$ cat config.mk
export PLATFORM = sky130hd
export DESIGN_NAME = ppte_ram
export DESIGN_NICKNAME = d
export VERILOG_FILES = /design/src/rtl/core/ppte_ram.sv
export SDC_FILE = /design/constraint.sdc
export NUM_CORES = 2
export LEC_CHECK = 0
export BUFFER_PORTS_ARGS = -buffer_cell sky130_fd_sc_hd__buf_2
export CORE_ASPECT_RATIO = 0.8
export CORE_UTILIZATION = 30
export DETAILED_ROUTE_END_ITERATION = 8
export PLACE_DENSITY_LB_ADDON = 0.1
export RECOVER_POWER = 25
export SLEW_MARGIN = 20
export SYNTH_ARGS = -nofsm -noshare
export SYNTH_HDL_FRONTEND = slang
export SYNTH_SLANG_ARGS = --single-unit
$ cat constraint.sdc
create_clock -name clk_i -period 8 [get_ports clk_i]
set_input_delay 0.4 -clock clk_i [delete_from_list [all_inputs] [get_ports clk_i]]
set_output_delay 0.4 -clock clk_i [all_outputs]
set_load 0.005 [all_outputs]
$ cat src/rtl/core/ppte_ram.sv
// ppte_ram: generic single-write, single-read memory with registered read data
// no dependencies
module ppte_ram #(
  parameter int WIDTH = 64,
  parameter int DEPTH = 64
) (
  input  logic                     clk_i,
  input  logic                     we_i,
  input  logic [$clog2(DEPTH)-1:0] waddr_i,
  input  logic [WIDTH-1:0]         wdata_i,
  input  logic                     re_i,
  input  logic [$clog2(DEPTH)-1:0] raddr_i,
  output logic [WIDTH-1:0]         rdata_o
);

  logic [WIDTH-1:0] mem_q [DEPTH];

  // write port and registered read port
  always_ff @(posedge clk_i) begin
    if (we_i) begin
      mem_q[waddr_i] <= wdata_i;
    end
    if (re_i) begin
      rdata_o <= mem_q[raddr_i];
    end
  end

endmodule

==> qor.txt <==
IO Pins: 143
Worst Tran Pin Value: 3200 ps
Layout Nets: 7,197
Synth area leader: edfxtp_1
H-tree levels: 5
clk root buf: clkbuf_16
Worst-path clk slew: 60 ps
unrepaired setup endpoints after global routing: no
Arrival @ worst endpoint: 3640 ps
switching power: 10.3 mW
gr ovfl total: 0
Worst Path Required: 8750 ps
RePlAce Congestion: 0.730
Die Y-Extent: 649 um
share of cells above drive strength 1: 28.0%
kind of critical path: in -> reg
global-route wire length before repair: 702,000 um
Hold Fails Final Rpt: 0
Area contributors post-synth: edfxtp_1 80%, mux4_2 15%, mux2i_1 0.86%, a22oi_1 0.80%, buf_2 0.54%
WL per Instance: 36.0 um
register area share after synthesis: 79.6%
violated checks: max-capacitance violations, max-slew violations
Int Power: 36.4 mW
# port buffers: 142
Layout area overhead: 16.0%
max cap viols: 38
Sink Count: 4,160
Comb pwr share: 4.6%
core footprint: 521,000 um2
Seq cells post-synth: 4,160
vias in the first global route: 77,400
vias per inst: 5.20
Synth cell types: 32
hold crit path type: in -> reg
largest net degree at the start of global routing: 105
CP endpoint kind: flip-flop
Die Span X: 811 um
synthesized netlist cell count: 6,598
top cell type's share of synthesized area: 79.6%
setup bufs post-CTS: 0
row count: 237
startpoint class of the critical path: input port
hpwl dp: 284,000 um
clk_skew: 43.8 ps
minimum clock period: 2900 ps
first-pass detailed-route iteration total: 5
DR iter-0 viols: 7,241
switch share: 22.0%
Max Clk Rate: 345 MHz
Pwr Total: 46.7 mW
syn nets: 6,677
Via Count: 75,000
starting density of the core: 30.1%
CTS tree: done
Total GRT Usage: 19.4%
Die Area: 526,000 um2
insertion delay to the later sink of the worst-skew pair: 1040 ps
Post-Syn Area per Cell: 23.8 um2
Reg power frac: 52.1%
antenna-violating nets left: 0
Leak: 55.7 nW
period utilization: 36.2%
Max Buffers Root-to-Sink: 4
Peak VDD IR: 0.194 mV
setup violators final: 0
crit-path max FO: 104
Synth Warn #: 0
CTS buffer count: 440
initial antenna violation count: 66
drt drc: 0
pwr dens: 256 nW/um2
final setup TNS: 0 ps
slew margin rel.: -114%
Pins Over Slew Limit: 2,454
synthesized area: 157,000 um2
Routed Wire Length: 519,000 um
clock power share: 43.3%
status: finished with violations
[metal layers]
metal | wire length (um) | GRT usage [%]
met4 | 9980 | 3.70
met5 | 58 | 0
met1 | 240000 | 28.5
met3 | 23800 | 2.40
met2 | 246000 | 31.2
[metrics by stage]
step | area [um2] | setup slack [ps] | cells | hold WS [ps] | util (%)
after floorplan | 157000 | 2160 | 6598 | 499 | -
after global placement | 167000 | 3990 | 13600 | 884 | 32.1
after detailed placement | 168000 | 3950 | 13600 | 880 | 32.2
after CTS | 182000 | 5100 | 14400 | 7.33 | 34.9
after global routing | 182000 | 4930 | 14400 | 161 | 34.9
final | 182000 | 5100 | 14400 | 184 | 34.9
[timing repair]
action                                 4_1_cts  5_1_grt
gates resized for setup                      0        0
hold buffers                                 9       38
endpoints found under the hold margin      370     2388
[critical path: stages]
cell and delay [ps]:
buf_8 480, buf_12 500, buf_4 750, mux4_2 410
a22oi_1 300, nand3_1 120, and3_1 220
[layout make-up]
cell class / instances / area (um2)
fill: 48000 / 339000
sequential: 4160 / 125000
multi-input combinational: 2049 / 30800
clock buffer: 530 / 11500
tap: 6931 / 8670
timing repair buffer: 448 / 3580
clock inverter: 281 / 2590
inverter: 19 / 71.3
antenna: 9 / 22.5
[sequential cells by signal, indices dropped and copies added (netlist names)]
register / cells
mem_q: 4096
rdata_o: 64
[power groups by stage]
stage	registers (mW)	clock network (mW)	logic, mW
6_report	24.3	20.2	2.14
5_1_grt	24.3	21.5	2.29
4_1_cts	24.3	20.8	2.18
3_5_place_dp	24.8	0	2.17
3_3_place_gp	24.8	0	2.15
2_1_floorplan	24.7	0	1.12
[cells in the mapped netlist (all sizes together)]
cell type  count
a2bb2oi       19
inv           19
a31oi         18
nand4b         1
o22ai         83
nand4          2
and2           3
o221ai        38
clkbuf       140
a211oi        63
nor2b         28
nor3           2
edfxtp      4160
mux2i        135
a31o           1
or3b           1
a22oi        168
nand2b        11
mux4        1024
a22o          88
or3           29
nand2         58
nand3         45
a41oi         26
or2           28
nor2         112
and3          64
buf          230
nand3b         2
[layout by cell type, fill, tap and decap left out, types with 45 or more instances in the layout]
cell           Yosys  final
nor2_4             0     65
nand3_1           45     45
clkbuf_1         140    125
edfxtp_1        4160   4160
nor2_1           112     47
nand2_1           58     54
a211oi_1          63     63
clkbuf_16          0    445
dlygate4sd3_1      0     47
buf_2            170     83
mux4_2          1024   1024
mux2i_1          135    135
a22o_1            88     88
clkinv_1           0    123
clkinv_2           0     86
buf_4             34    242
a22oi_1          168    168
and3_1            64     64
o22ai_1           83     83
[cells by family (layout without fill, tap and decap cells)]
family          count (synthesis)  in the layout  synth area share [%]
buf+inv                       389           1278                  1.18
other cells                     0              9                     0
compound gates                504            504                  2.47
simple gates                  386            386                  1.23
mux                          1159           1159                  15.6
flops                        4160           4160                  79.6
[worst paths after layout]
check	from	to	slack, ps	cells past startpoint
max	raddr_i[1]	rdata_o[42]	5100	7
max reg2reg	mem_q[47][33]	rdata_o[33]	5680	5
min reg2reg	mem_q[55][16]	rdata_o[16]	920	4
min	waddr_i[1]	mem_q[55][28]	180	3
No activity file was read; power rests on OpenSTA's default activity.
